### src/design/assert_macros.svh
// Assertion macros shared by the heading controller RTL.
// No dependencies; included by the modules that carry assertions.
`ifndef ASSERT_MACROS_SVH
`define ASSERT_MACROS_SVH

// Same-cycle implication, disabled while reset is high.
`define ASSERT_IMPLIES(label, clk, rst, ante, cons) \
   label: assert property (@(posedge clk) disable iff (rst) (ante) |-> (cons)) \
      else $error("assertion failed: same-cycle implication");

// Next-cycle implication, disabled while reset is high.
`define ASSERT_NEXT(label, clk, rst, ante, cons) \
   label: assert property (@(posedge clk) disable iff (rst) (ante) |=> (cons)) \
      else $error("assertion failed: next-cycle implication");

`endif

### src/design/ghdc_pkg.sv
// Shared types and codes for the gyro heading drive controller.
// No dependencies; imported by every module of the block.
package ghdc_pkg;

   // request codes
   localparam logic [1:0] REQ_TICK     = 2'd0;
   localparam logic [1:0] REQ_STRAIGHT = 2'd1;
   localparam logic [1:0] REQ_TURN     = 2'd2;
   localparam logic [1:0] REQ_NOP      = 2'd3;

   // drive modes
   localparam logic [1:0] MODE_STRAIGHT = 2'd0;
   localparam logic [1:0] MODE_TURN     = 2'd1;
   localparam logic [1:0] MODE_SETTLE   = 2'd2;

   // register indexes
   localparam logic [2:0] CSR_YAW_SCALE      = 3'd0;
   localparam logic [2:0] CSR_HEADING_GAIN   = 3'd1;
   localparam logic [2:0] CSR_TURN_GAIN      = 3'd2;
   localparam logic [2:0] CSR_TURN_TOLERANCE = 3'd3;
   localparam logic [2:0] CSR_TURN_TIMEOUT   = 3'd4;
   localparam logic [2:0] CSR_TURN_MIN_SPEED = 3'd5;
   localparam logic [2:0] CSR_TURN_MAX_SPEED = 3'd6;
   localparam logic [2:0] CSR_RIGHT_TRIM     = 3'd7;

   typedef enum logic [3:0] {
      ST_IDLE,
      ST_YAW_MUL,
      ST_YAW_ADD,
      ST_ERR,
      ST_MUL_LO,
      ST_MUL_HI,
      ST_CORR,
      ST_UPDATE,
      ST_COMMAND,
      ST_RESULT
   } state_type;

   typedef struct packed {
      logic capture;
      logic mul_yaw;
      logic acc_yaw;
      logic calc_err;
      logic mul_lo;
      logic mul_hi;
      logic calc_corr;
      logic update;
      logic apply_cmd;
      logic load_rsp;
   } cmd_type;

   typedef struct packed {
      logic [15:0] yaw_scale;
      logic [11:0] heading_gain;
      logic [11:0] turn_gain;
      logic [11:0] turn_tolerance;
      logic [15:0] turn_timeout;
      logic [7:0]  turn_min_speed;
      logic [7:0]  turn_max_speed;
      logic [7:0]  right_trim;
   } cfg_type;

endpackage

### src/design/ghdc_csr.sv
// Configuration register file of the heading controller.
// Depends on ghdc_pkg for register indexes and the cfg_type bundle.
module ghdc_csr
   import ghdc_pkg::*;
(
   input  logic        clock,
   input  logic        reset,
   input  logic        csr_we,
   input  logic [2:0]  csr_index,
   input  logic [15:0] csr_wdata,
   output cfg_type     cfg
);

   cfg_type cfg_ff, cfg_in;

   always_comb begin
      cfg_in = cfg_ff;
      if (csr_we) begin
         unique case (csr_index)
            CSR_YAW_SCALE:      cfg_in.yaw_scale      = csr_wdata;
            CSR_HEADING_GAIN:   cfg_in.heading_gain   = csr_wdata[11:0];
            CSR_TURN_GAIN:      cfg_in.turn_gain      = csr_wdata[11:0];
            CSR_TURN_TOLERANCE: cfg_in.turn_tolerance = csr_wdata[11:0];
            CSR_TURN_TIMEOUT:   cfg_in.turn_timeout   = csr_wdata;
            CSR_TURN_MIN_SPEED: cfg_in.turn_min_speed = csr_wdata[7:0];
            CSR_TURN_MAX_SPEED: cfg_in.turn_max_speed = csr_wdata[7:0];
            CSR_RIGHT_TRIM:     cfg_in.right_trim     = csr_wdata[7:0];
            default:            cfg_in = cfg_ff;
         endcase
      end
   end

   always_ff @(posedge clock) begin
      if (reset) begin
         cfg_ff.yaw_scale      <= 16'd688;
         cfg_ff.heading_gain   <= 12'd640;
         cfg_ff.turn_gain      <= 12'd461;
         cfg_ff.turn_tolerance <= 12'd320;
         cfg_ff.turn_timeout   <= 16'd300;
         cfg_ff.turn_min_speed <= 8'd18;
         cfg_ff.turn_max_speed <= 8'd45;
         cfg_ff.right_trim     <= 8'd3;
      end else begin
         cfg_ff <= cfg_in;
      end
   end

   assign cfg = cfg_ff;

endmodule

### src/design/ghdc_ctrl.sv
// Sequencer of the heading controller: walks one transaction through the datapath.
// Depends on ghdc_pkg (state_type, cmd_type, request codes) and assert_macros.svh.
`include "assert_macros.svh"
module ghdc_ctrl
   import ghdc_pkg::*;
(
   input  logic       clock,
   input  logic       reset,
   input  logic       req_valid,
   input  logic [1:0] req_type,
   output logic       req_ready,
   output logic       rsp_valid,
   input  logic       rsp_ready,
   output cmd_type    cmd
);

   state_type state_ff, state_in;
   logic      rsp_valid_ff, rsp_valid_in;

   always_ff @(posedge clock) begin
      if (reset) begin
         state_ff     <= ST_IDLE;
         rsp_valid_ff <= 1'b0;
      end else begin
         state_ff     <= state_in;
         rsp_valid_ff <= rsp_valid_in;
      end
   end

   always_comb begin
      state_in  = state_ff;
      cmd       = '0;
      req_ready = 1'b0;
      unique case (state_ff)
         ST_IDLE: begin
            req_ready = 1'b1;
            if (req_valid) begin
               cmd.capture = 1'b1;
               unique case (req_type) inside
                  REQ_TICK:               state_in = ST_YAW_MUL;
                  REQ_STRAIGHT, REQ_TURN: state_in = ST_COMMAND;
                  default:                state_in = ST_RESULT;
               endcase
            end
         end
         ST_YAW_MUL: begin
            cmd.mul_yaw = 1'b1;
            state_in    = ST_YAW_ADD;
         end
         ST_YAW_ADD: begin
            cmd.acc_yaw = 1'b1;
            state_in    = ST_ERR;
         end
         ST_ERR: begin
            cmd.calc_err = 1'b1;
            state_in     = ST_MUL_LO;
         end
         ST_MUL_LO: begin
            cmd.mul_lo = 1'b1;
            state_in   = ST_MUL_HI;
         end
         ST_MUL_HI: begin
            cmd.mul_hi = 1'b1;
            state_in   = ST_CORR;
         end
         ST_CORR: begin
            cmd.calc_corr = 1'b1;
            state_in      = ST_UPDATE;
         end
         ST_UPDATE: begin
            cmd.update = 1'b1;
            state_in   = ST_RESULT;
         end
         ST_COMMAND: begin
            cmd.apply_cmd = 1'b1;
            state_in      = ST_RESULT;
         end
         ST_RESULT: begin
            // wait here until the output register is free
            if (!rsp_valid_ff || rsp_ready) begin
               cmd.load_rsp = 1'b1;
               state_in     = ST_IDLE;
            end
         end
         default: state_in = ST_IDLE;
      endcase
   end

   always_comb begin
      rsp_valid_in = rsp_valid_ff;
      if (cmd.load_rsp) begin
         rsp_valid_in = 1'b1;
      end else if (rsp_ready) begin
         rsp_valid_in = 1'b0;
      end
   end

   assign rsp_valid = rsp_valid_ff;

   `ASSERT_NEXT(a_accept_leaves_idle, clock, reset, req_valid && req_ready, state_ff != ST_IDLE)
   `ASSERT_IMPLIES(a_load_into_free_slot, clock, reset, cmd.load_rsp, !rsp_valid_ff || rsp_ready)

endmodule

### src/design/ghdc_datapath.sv
// Datapath of the heading controller: yaw integrator, odometers, shared error multiply,
// target update and the output register. Depends on ghdc_pkg and assert_macros.svh.
`include "assert_macros.svh"
module ghdc_datapath
   import ghdc_pkg::*;
#(
   parameter int SETTLE_TICKS = 20
)
(
   input  logic               clock,
   input  logic               reset,
   input  cmd_type            cmd,
   input  cfg_type            cfg,
   input  logic [1:0]         req_type,
   input  logic signed [17:0] req_gyro_rate,
   input  logic signed [15:0] req_left_count,
   input  logic signed [15:0] req_right_count,
   input  logic signed [10:0] req_drive_speed,
   input  logic signed [15:0] req_turn_angle,
   output logic signed [15:0] rsp_left_target,
   output logic signed [15:0] rsp_right_target,
   output logic signed [31:0] rsp_yaw_now,
   output logic [31:0]        rsp_odometer_left,
   output logic [31:0]        rsp_odometer_right,
   output logic [1:0]         rsp_drive_mode,
   output logic               rsp_turn_ended
);

   localparam logic [15:0] SettleCount = 16'(SETTLE_TICKS);
   localparam bit          SettleNone  = (SETTLE_TICKS == 0);

   function automatic logic signed [15:0] sat16(input logic signed [38:0] v);
      logic signed [15:0] r;
      if (v > 39'sd32767) begin
         r = 16'sh7FFF;
      end else if (v < -39'sd32768) begin
         r = 16'sh8000;
      end else begin
         r = v[15:0];
      end
      return r;
   endfunction

   // captured request
   logic [1:0]         type_ff, type_in;
   logic signed [17:0] gyro_ff, gyro_in;
   logic signed [15:0] lcnt_ff, lcnt_in;
   logic signed [15:0] rcnt_ff, rcnt_in;
   logic signed [10:0] speed_ff, speed_in;
   logic signed [15:0] angle_ff, angle_in;

   // working registers
   logic signed [34:0] yprod_ff, yprod_in;
   logic signed [47:0] err_ff, err_in;
   logic [35:0]        plo_ff, plo_in;
   logic signed [36:0] phi_ff, phi_in;
   logic signed [36:0] corr_ff, corr_in;

   // controller state
   logic signed [47:0] yaw_ff, yaw_in;
   logic signed [47:0] hgoal_ff, hgoal_in;
   logic signed [47:0] tgoal_ff, tgoal_in;
   logic signed [10:0] base_ff, base_in;
   logic [1:0]         mode_ff, mode_in;
   logic [15:0]        tick_ff, tick_in;
   logic [31:0]        odol_ff, odol_in;
   logic [31:0]        odor_ff, odor_in;
   logic signed [15:0] tgtl_ff, tgtl_in;
   logic signed [15:0] tgtr_ff, tgtr_in;
   logic               ended_ff, ended_in;

   // output register
   logic signed [15:0] o_tgtl_ff, o_tgtl_in;
   logic signed [15:0] o_tgtr_ff, o_tgtr_in;
   logic signed [31:0] o_yaw_ff, o_yaw_in;
   logic [31:0]        o_odol_ff, o_odol_in;
   logic [31:0]        o_odor_ff, o_odor_in;
   logic [1:0]         o_mode_ff, o_mode_in;
   logic               o_ended_ff, o_ended_in;

   // combinational terms
   logic signed [17:0] gyro_db;
   logic signed [34:0] yaw_mul;
   logic signed [34:0] yaw_rnd;
   logic signed [28:0] yaw_inc;
   logic signed [47:0] yaw_sum;
   logic [16:0]        l_ext, r_ext, l_abs, r_abs;
   logic               turning;
   logic [11:0]        gain_sel;
   logic signed [47:0] goal_sel;
   logic signed [60:0] prod_full, prod_rnd;
   logic signed [38:0] base_x, corr_x, boost_x;
   logic signed [38:0] str_left, str_right;
   logic [48:0]        err_x, err_mag;
   logic               in_tol, timed_out;
   logic [15:0]        tick_inc;
   logic signed [36:0] s_min, s_max, s_raise, s_clamp;
   logic signed [15:0] s_out;
   logic signed [47:0] yaw_bias_sum;
   logic signed [47:0] turn_sum;

   always_comb begin
      gyro_db = ((gyro_ff > -18'sd32) && (gyro_ff < 18'sd32)) ? 18'sd0 : gyro_ff;
      yaw_mul = gyro_db * $signed({1'b0, cfg.yaw_scale});
      // divide by 64 toward zero
      yaw_rnd = yprod_ff + (yprod_ff[34] ? 35'sd63 : 35'sd0);
      yaw_inc = yaw_rnd[34:6];
      yaw_sum = yaw_ff + {{19{yaw_inc[28]}}, yaw_inc};

      l_ext = {lcnt_ff[15], lcnt_ff};
      r_ext = {rcnt_ff[15], rcnt_ff};
      l_abs = l_ext[16] ? (~l_ext + 17'd1) : l_ext;
      r_abs = r_ext[16] ? (~r_ext + 17'd1) : r_ext;

      turning  = (mode_ff == MODE_TURN);
      gain_sel = turning ? cfg.turn_gain : cfg.heading_gain;
      goal_sel = turning ? tgoal_ff : hgoal_ff;

      // err * gain / 2^24 toward zero, from two 24-bit partial products
      prod_full = $signed({phi_ff, 24'd0}) + $signed({25'd0, plo_ff});
      prod_rnd  = prod_full + (err_ff[47] ? 61'sd16777215 : 61'sd0);

      base_x    = {{28{base_ff[10]}}, base_ff};
      corr_x    = {{2{corr_ff[36]}}, corr_ff};
      boost_x   = {{31{cfg.right_trim[7]}}, cfg.right_trim};
      str_left  = base_x - corr_x;
      str_right = base_x + corr_x + boost_x;

      err_x     = {err_ff[47], err_ff};
      err_mag   = err_x[48] ? (~err_x + 49'd1) : err_x;
      in_tol    = err_mag < {27'd0, cfg.turn_tolerance, 10'd0};
      tick_inc  = (tick_ff == 16'hFFFF) ? tick_ff : tick_ff + 16'd1;
      timed_out = tick_inc > cfg.turn_timeout;

      // minimum applies first, maximum wins
      s_min = $signed({29'd0, cfg.turn_min_speed});
      s_max = $signed({29'd0, cfg.turn_max_speed});
      if ((corr_ff > 37'sd0) && (corr_ff < s_min)) begin
         s_raise = s_min;
      end else if ((corr_ff < 37'sd0) && (corr_ff > -s_min)) begin
         s_raise = -s_min;
      end else begin
         s_raise = corr_ff;
      end
      if (s_raise > s_max) begin
         s_clamp = s_max;
      end else if (s_raise < -s_max) begin
         s_clamp = -s_max;
      end else begin
         s_clamp = s_raise;
      end
      s_out = s_clamp[15:0];

      yaw_bias_sum = yaw_ff + (yaw_ff[47] ? 48'sd1023 : 48'sd0);
      turn_sum     = yaw_ff + {{22{angle_ff[15]}}, angle_ff, 10'd0};
   end

   always_comb begin
      type_in    = type_ff;
      gyro_in    = gyro_ff;
      lcnt_in    = lcnt_ff;
      rcnt_in    = rcnt_ff;
      speed_in   = speed_ff;
      angle_in   = angle_ff;
      yprod_in   = yprod_ff;
      err_in     = err_ff;
      plo_in     = plo_ff;
      phi_in     = phi_ff;
      corr_in    = corr_ff;
      yaw_in     = yaw_ff;
      hgoal_in   = hgoal_ff;
      tgoal_in   = tgoal_ff;
      base_in    = base_ff;
      mode_in    = mode_ff;
      tick_in    = tick_ff;
      odol_in    = odol_ff;
      odor_in    = odor_ff;
      tgtl_in    = tgtl_ff;
      tgtr_in    = tgtr_ff;
      ended_in   = ended_ff;
      o_tgtl_in  = o_tgtl_ff;
      o_tgtr_in  = o_tgtr_ff;
      o_yaw_in   = o_yaw_ff;
      o_odol_in  = o_odol_ff;
      o_odor_in  = o_odor_ff;
      o_mode_in  = o_mode_ff;
      o_ended_in = o_ended_ff;

      if (cmd.capture) begin
         type_in  = req_type;
         gyro_in  = req_gyro_rate;
         lcnt_in  = req_left_count;
         rcnt_in  = req_right_count;
         speed_in = req_drive_speed;
         angle_in = req_turn_angle;
         ended_in = 1'b0;
      end

      if (cmd.mul_yaw) begin
         yprod_in = yaw_mul;
      end

      if (cmd.acc_yaw) begin
         yaw_in  = yaw_sum;
         odol_in = odol_ff + {15'd0, l_abs};
         odor_in = odor_ff + {15'd0, r_abs};
      end

      if (cmd.calc_err) begin
         err_in = goal_sel - yaw_ff;
      end

      if (cmd.mul_lo) begin
         plo_in = 36'(err_ff[23:0]) * 36'(gain_sel);
      end

      if (cmd.mul_hi) begin
         phi_in = $signed(err_ff[47:24]) * $signed({1'b0, gain_sel});
      end

      if (cmd.calc_corr) begin
         corr_in = prod_rnd[60:24];
      end

      if (cmd.update) begin
         case (mode_ff)
            MODE_TURN: begin
               tick_in = tick_inc;
               if (in_tol || timed_out) begin
                  tgtl_in  = 16'sd0;
                  tgtr_in  = 16'sd0;
                  ended_in = 1'b1;
                  mode_in  = MODE_SETTLE;
                  tick_in  = 16'd0;
                  if (SettleNone) begin
                     hgoal_in = yaw_ff;
                     mode_in  = MODE_STRAIGHT;
                  end
               end else begin
                  tgtl_in = -s_out;
                  tgtr_in = s_out;
               end
            end
            MODE_SETTLE: begin
               tgtl_in = 16'sd0;
               tgtr_in = 16'sd0;
               tick_in = tick_inc;
               if (tick_inc >= SettleCount) begin
                  hgoal_in = yaw_ff;
                  mode_in  = MODE_STRAIGHT;
               end
            end
            MODE_STRAIGHT: begin
               if (base_ff == 11'sd0) begin
                  tgtl_in = 16'sd0;
                  tgtr_in = 16'sd0;
               end else begin
                  tgtl_in = sat16(str_left);
                  tgtr_in = sat16(str_right);
               end
            end
            default: mode_in = mode_ff;
         endcase
      end

      if (cmd.apply_cmd) begin
         if (type_ff == REQ_STRAIGHT) begin
            base_in  = speed_ff;
            hgoal_in = yaw_ff;
            mode_in  = MODE_STRAIGHT;
         end else if (type_ff == REQ_TURN) begin
            tgoal_in = turn_sum;
            base_in  = 11'sd0;
            tick_in  = 16'd0;
            mode_in  = MODE_TURN;
         end
      end

      if (cmd.load_rsp) begin
         o_tgtl_in  = tgtl_ff;
         o_tgtr_in  = tgtr_ff;
         o_yaw_in   = yaw_bias_sum[41:10];
         o_odol_in  = odol_ff;
         o_odor_in  = odor_ff;
         o_mode_in  = mode_ff;
         o_ended_in = ended_ff;
      end
   end

   always_ff @(posedge clock) begin
      if (reset) begin
         yaw_ff     <= '0;
         hgoal_ff   <= '0;
         tgoal_ff   <= '0;
         base_ff    <= '0;
         mode_ff    <= MODE_STRAIGHT;
         tick_ff    <= '0;
         odol_ff    <= '0;
         odor_ff    <= '0;
         tgtl_ff    <= '0;
         tgtr_ff    <= '0;
         ended_ff   <= 1'b0;
         o_mode_ff  <= MODE_STRAIGHT;
         o_ended_ff <= 1'b0;
      end else begin
         yaw_ff     <= yaw_in;
         hgoal_ff   <= hgoal_in;
         tgoal_ff   <= tgoal_in;
         base_ff    <= base_in;
         mode_ff    <= mode_in;
         tick_ff    <= tick_in;
         odol_ff    <= odol_in;
         odor_ff    <= odor_in;
         tgtl_ff    <= tgtl_in;
         tgtr_ff    <= tgtr_in;
         ended_ff   <= ended_in;
         o_mode_ff  <= o_mode_in;
         o_ended_ff <= o_ended_in;
      end
   end

   always_ff @(posedge clock) begin
      type_ff   <= type_in;
      gyro_ff   <= gyro_in;
      lcnt_ff   <= lcnt_in;
      rcnt_ff   <= rcnt_in;
      speed_ff  <= speed_in;
      angle_ff  <= angle_in;
      yprod_ff  <= yprod_in;
      err_ff    <= err_in;
      plo_ff    <= plo_in;
      phi_ff    <= phi_in;
      corr_ff   <= corr_in;
      o_tgtl_ff <= o_tgtl_in;
      o_tgtr_ff <= o_tgtr_in;
      o_yaw_ff  <= o_yaw_in;
      o_odol_ff <= o_odol_in;
      o_odor_ff <= o_odor_in;
   end

   assign rsp_left_target    = o_tgtl_ff;
   assign rsp_right_target   = o_tgtr_ff;
   assign rsp_yaw_now        = o_yaw_ff;
   assign rsp_odometer_left  = o_odol_ff;
   assign rsp_odometer_right = o_odor_ff;
   assign rsp_drive_mode     = o_mode_ff;
   assign rsp_turn_ended     = o_ended_ff;

   `ASSERT_IMPLIES(a_ended_left_turn, clock, reset, ended_ff, mode_ff != MODE_TURN)
   `ASSERT_IMPLIES(a_rsp_ended_mode, clock, reset, o_ended_ff, o_mode_ff != MODE_TURN)

endmodule

### src/design/gyro_heading_drive_controller_top.sv
// Gyro heading drive controller, top level: config registers, sequencer, datapath.
// A tick transaction walks the sequencer through yaw multiply, yaw add, error, two partial
//   products, correction, update and result; a straight or turn command through command and
//   result; any other code goes straight to result. Result waits until the output register is
//   free, and a new request is taken only in idle, once the previous one has been loaded.
// Reset: synchronous, active high; registers return to defaults, state clears, mode straight.
module gyro_heading_drive_controller_top
   import ghdc_pkg::*;
#(
   parameter int SETTLE_TICKS = 20
)
(
   input  logic               clock,
   input  logic               reset,
   // configuration write port
   input  logic               csr_we,
   input  logic [2:0]         csr_index,
   input  logic [15:0]        csr_wdata,
   // request channel
   input  logic               req_valid,
   output logic               req_ready,
   input  logic [1:0]         req_type,
   input  logic signed [17:0] req_gyro_rate,
   input  logic signed [15:0] req_left_count,
   input  logic signed [15:0] req_right_count,
   input  logic signed [10:0] req_drive_speed,
   input  logic signed [15:0] req_turn_angle,
   // response channel
   output logic               rsp_valid,
   input  logic               rsp_ready,
   output logic signed [15:0] rsp_left_target,
   output logic signed [15:0] rsp_right_target,
   output logic signed [31:0] rsp_yaw_now,
   output logic [31:0]        rsp_odometer_left,
   output logic [31:0]        rsp_odometer_right,
   output logic [1:0]         rsp_drive_mode,
   output logic               rsp_turn_ended
);

   cfg_type cfg;
   cmd_type cmd;

   // Register file; a write takes effect at once, so the host writes only while no
   // transaction is in flight.
   ghdc_csr u_csr (
      .clock     (clock),
      .reset     (reset),
      .csr_we    (csr_we),
      .csr_index (csr_index),
      .csr_wdata (csr_wdata),
      .cfg       (cfg)
   );

   // Sequencer: takes a transaction in idle, steps the datapath, then loads the
   // output register once the previous response has been taken.
   ghdc_ctrl u_ctrl (
      .clock     (clock),
      .reset     (reset),
      .req_valid (req_valid),
      .req_type  (req_type),
      .req_ready (req_ready),
      .rsp_valid (rsp_valid),
      .rsp_ready (rsp_ready),
      .cmd       (cmd)
   );

   // Datapath: yaw integration, odometers, heading/turn error times gain (48x12
   // product split in two 24-bit halves), target saturation, mode tracking.
   ghdc_datapath #(
      .SETTLE_TICKS (SETTLE_TICKS)
   ) u_datapath (
      .clock              (clock),
      .reset              (reset),
      .cmd                (cmd),
      .cfg                (cfg),
      .req_type           (req_type),
      .req_gyro_rate      (req_gyro_rate),
      .req_left_count     (req_left_count),
      .req_right_count    (req_right_count),
      .req_drive_speed    (req_drive_speed),
      .req_turn_angle     (req_turn_angle),
      .rsp_left_target    (rsp_left_target),
      .rsp_right_target   (rsp_right_target),
      .rsp_yaw_now        (rsp_yaw_now),
      .rsp_odometer_left  (rsp_odometer_left),
      .rsp_odometer_right (rsp_odometer_right),
      .rsp_drive_mode     (rsp_drive_mode),
      .rsp_turn_ended     (rsp_turn_ended)
   );

endmodule
### config.mk
export PLATFORM = sky130hd
export DESIGN_NAME = gyro_heading_drive_controller_top
export DESIGN_NICKNAME = d
export VERILOG_FILES = /design/src/design/ghdc_pkg.sv /design/src/design/ghdc_csr.sv /design/src/design/ghdc_ctrl.sv /design/src/design/ghdc_datapath.sv /design/src/design/gyro_heading_drive_controller_top.sv
export VERILOG_INCLUDE_DIRS = /design/src /design/src/design
export SDC_FILE = /design/constraint.sdc
export NUM_CORES = 2
export LEC_CHECK = 0
export ABC_AREA = 1
export CORE_AREA = 4 4 452 454
export DETAILED_ROUTE_END_ITERATION = 10
export DIE_AREA = 0 0 456 458
export DONT_BUFFER_PORTS = 1
export GPL_TIMING_DRIVEN = 0
export REMOVE_ABC_BUFFERS = 1
export SLEW_MARGIN = 5
export SYNTH_ARGS = -nofsm -noshare
export SYNTH_HDL_FRONTEND = slang
export SYNTH_HIERARCHICAL = 1
export SYNTH_SLANG_ARGS = --single-unit
### constraint.sdc
create_clock -name clock -period 10.9 [get_ports clock]
set_input_delay 0 -clock clock [delete_from_list [all_inputs] [get_ports clock]]
set_output_delay 0 -clock clock [all_outputs]
set_load 0.01 [all_outputs]
==> flow_summary.toml <==
[outcome]
status = "complete, no violations"

[global_route]
grt_pass1_wl_um = 376000
grt.total_usage_pct = 22.6
grt_pass1_vias = 67700
grt.overflow.total = 0
grt_max_degree = 186
antenna_found_initial = 15

[sta]
hold_violations = 0
setup_viol = 0
fmax_mhz = 104
fin_crit_ns = 9.63
worst_hold_slack_ns = 0.131
slew_viol_final = 0
finalCritPeriodShare_pct = 88.4
clock_skew_ns = 0.0733
fin_ws_ns = 1.27
rsz0062_at_grt = "false"
relSlewSlack_pct = 5.53
worst_slew_pin_slew_ns = 1.41

[yosys]
synth_area_leaders = "fa_1 20%, edfxtp_1 15%, ha_1 10%"
async_reset_ff_share_pct = 0
synth_commonest_cells = "1,845 x nand2_1, 1,832 x inv_1, 1,173 x nor2_1"
ys_types = 71
syn_area_um2 = 79900
synth_area_per_cell_um2 = 7.92
ys_ff_latch = 770
synth_edf_count = 400
synth_top_area_share_pct = 20.4
synth_top_cell_by_area = "fa_1"
synth_most_common_cell = "nand2_1"
synthCells = 10100
synth_warnings = 6
synth_flop_cell = "edfxtp_1"
ys_seq_area_share_pct = 24.3

[worst_setup_path]
crit_slowest_cell = "clkinv_2"
arrival_ns = 10.12
cp_top_family = "adder cells"
slowest_delay_ns = 1.02
start_kind = "flip-flop"
crit_fanout = 96
critPathKind = "flip-flop to flip-flop"
end_kind = "flip-flop"
crit_required_ns = 11.38
path_buf_inv = 8

[place]
dpl.hpwl_um = 193000
placedCellCount = 12500
io_buffers = 0
place_ws_ns = 1.19
gp_congestion = 0.952
dpl-instance-area_um2 = 83000

[floorplanning]
core_area_um2 = 200000
dieHeight_um = 458
dieArea_um2 = 209000
initial_core_util_pct = 40.0
io_pins = 236
die_x_um = 456
num_rows = 164

[clocking]
clkSlewWorstSetupHoldPaths_ns = 0.06
clockBufferDepth = 3
clk_latency_ns = 0.75
cts_root_buf = "clkbuf_16"
cts_hold_buf = 206
cts_tree = "yes"
cts_setup_buffers = 0
cts_sinks = 770
cts_buffers = 89
ctsResizeCount = 0
h-tree-depth = 3

[drt]
drt_wl_total_um = 240000
routedWlPerCell_um = 18.6
antenna_left = 0
drt-initial-drc-count = 4244
post_drt_via_cell_ratio = 5.18
drc_errors = 0
dr.pass1.iters = 6
vias = 66700

[layout]
nets = 11700
drive_gt1_share_pct = 3.22
final_area_um2 = 88200
register_area_um2 = 19400
stdcell_count = 12900
syn2layout_area_growth_pct = 10.5
multi_input_area_um2 = 52400
nFillCells = 19600

[power]
leakage_nw = 41.9
power.density_nw_per_um2 = 313
p_total_mw = 27.6
ir_drop_uv = 547

[flow_run]
cap_violations = 0

[hold_path]
hp-class = "input port to flip-flop"
cell usage in the layout (no fill, tap or decap), types with 68 or more instances in the layout:
cell,instances
dfxtp_1,368
xor2_1,313
edfxtp_1,400
a21oi_1,657
xnor2_1,146
o21ai_0,510
nor3_1,92
inv_1,1829
ha_1,664
nand2_1,1844
nand4_1,129
nor2_1,1165
nor4_1,79
fa_1,815
nand3_1,309
dlygate4sd3_1,204
a31oi_1,68
clkbuf_16,90
logic make-up (layout without fill, tap and decap cells):
family,count (synthesis),after routing,share of synthesized area (%)
XOR/XNOR,459,459,5.03
AO/OA/AOI/OAI,1484,1484,10.2
AND/OR/NAND/NOR,3728,3728,19.3
adder cells (fa/ha/maj),1480,1480,30.8
buffers and inverters,2163,2296,10.3
flip-flops,770,770,24.3
other,1,7,0.00469
power by group:
part           switching, mW  leakage, nW  internal [mW]
combinational           12.1         33.7           7.31
sequential             0.462         6.68           4.47
clock                   1.37         1.51           1.86
worst min-delay path, cell delays in order:
cell           delay (ns)
dlygate4sd3_1        0.64
nand2_1              0.10
nand3_1              0.07
flip-flops by register name, indices dropped and copies added, names as in the netlist, 16 cells and up:
name / flops
u_csr/cfg: 92
u_datapath/err_ff: 48
u_datapath/hgoal_ff: 48
u_datapath/tgoal_ff: 48
u_datapath/yaw_ff: 48
u_datapath/corr_ff: 37
u_datapath/phi_ff: 37
u_datapath/plo_ff: 36
u_datapath/yprod_ff: 35
u_datapath/odol_ff: 32
u_datapath/odor_ff: 32
u_datapath/rsp_odometer_left: 32
u_datapath/rsp_odometer_right: 32
u_datapath/rsp_yaw_now: 32
u_datapath/gyro_ff: 18
u_datapath/angle_ff: 16
u_datapath/lcnt_ff: 16
u_datapath/rcnt_ff: 16
u_datapath/rsp_left_target: 16
u_datapath/rsp_right_target: 16
u_datapath/tgtl_ff: 16
u_datapath/tgtr_ff: 16
u_datapath/tick_ff: 16
routing by layer:
metal,wire (um),global-route usage (%)
met3,11500,2.55
met4,11400,10.0
met5,0,0
met2,119000,40.2
met1,98000,27.4
through the flow:
| step | utilization (%) | TNS, ns |
|---|---|---|
| after floorplan | - | 0 |
| after global placement | 41.1 | -381.71 |
| after detailed placement | 41.6 | 0 |
| after CTS | 44.2 | 0 |
| after global routing | 44.2 | 0 |
| final | 44.2 | 0 |
worst paths after layout:
| check | start | endpoint | slack (ns) | depth (start not counted) |
|---|---|---|---|---|
| worst min-delay path | csr_wdata[2] | u_csr/cfg[10]$_SDFFE_PP1P_ | 0.13 | 3 |
| worst min register to register | u_datapath/tgtl_ff[14]$_SDFFE_PP0P_ | u_datapath/rsp_left_target[14]$_DFFE_PP_ | 0.43 | 0 |
| worst max register to register | u_datapath/mode_ff[1]$_SDFF_PP0_ | u_datapath/phi_ff[33]$_DFFE_PP_ | 1.27 | 32 |
| worst max-delay path | u_datapath/mode_ff[1]$_SDFF_PP0_ | u_datapath/phi_ff[33]$_DFFE_PP_ | 1.27 | 32 |
layout make-up:
cell class / instances / area share, %
diodes: 5 / 0.0142
clock buffers: 102 / 2.66
clock inverters: 65 / 0.931
inverters: 1879 / 8.01
multi-input cells: 7153 / 59.3
flip-flops and latches: 770 / 22.0
well taps: 2656 / 3.77
repair buffers: 250 / 3.26
(Power assumes the default switching activity.)
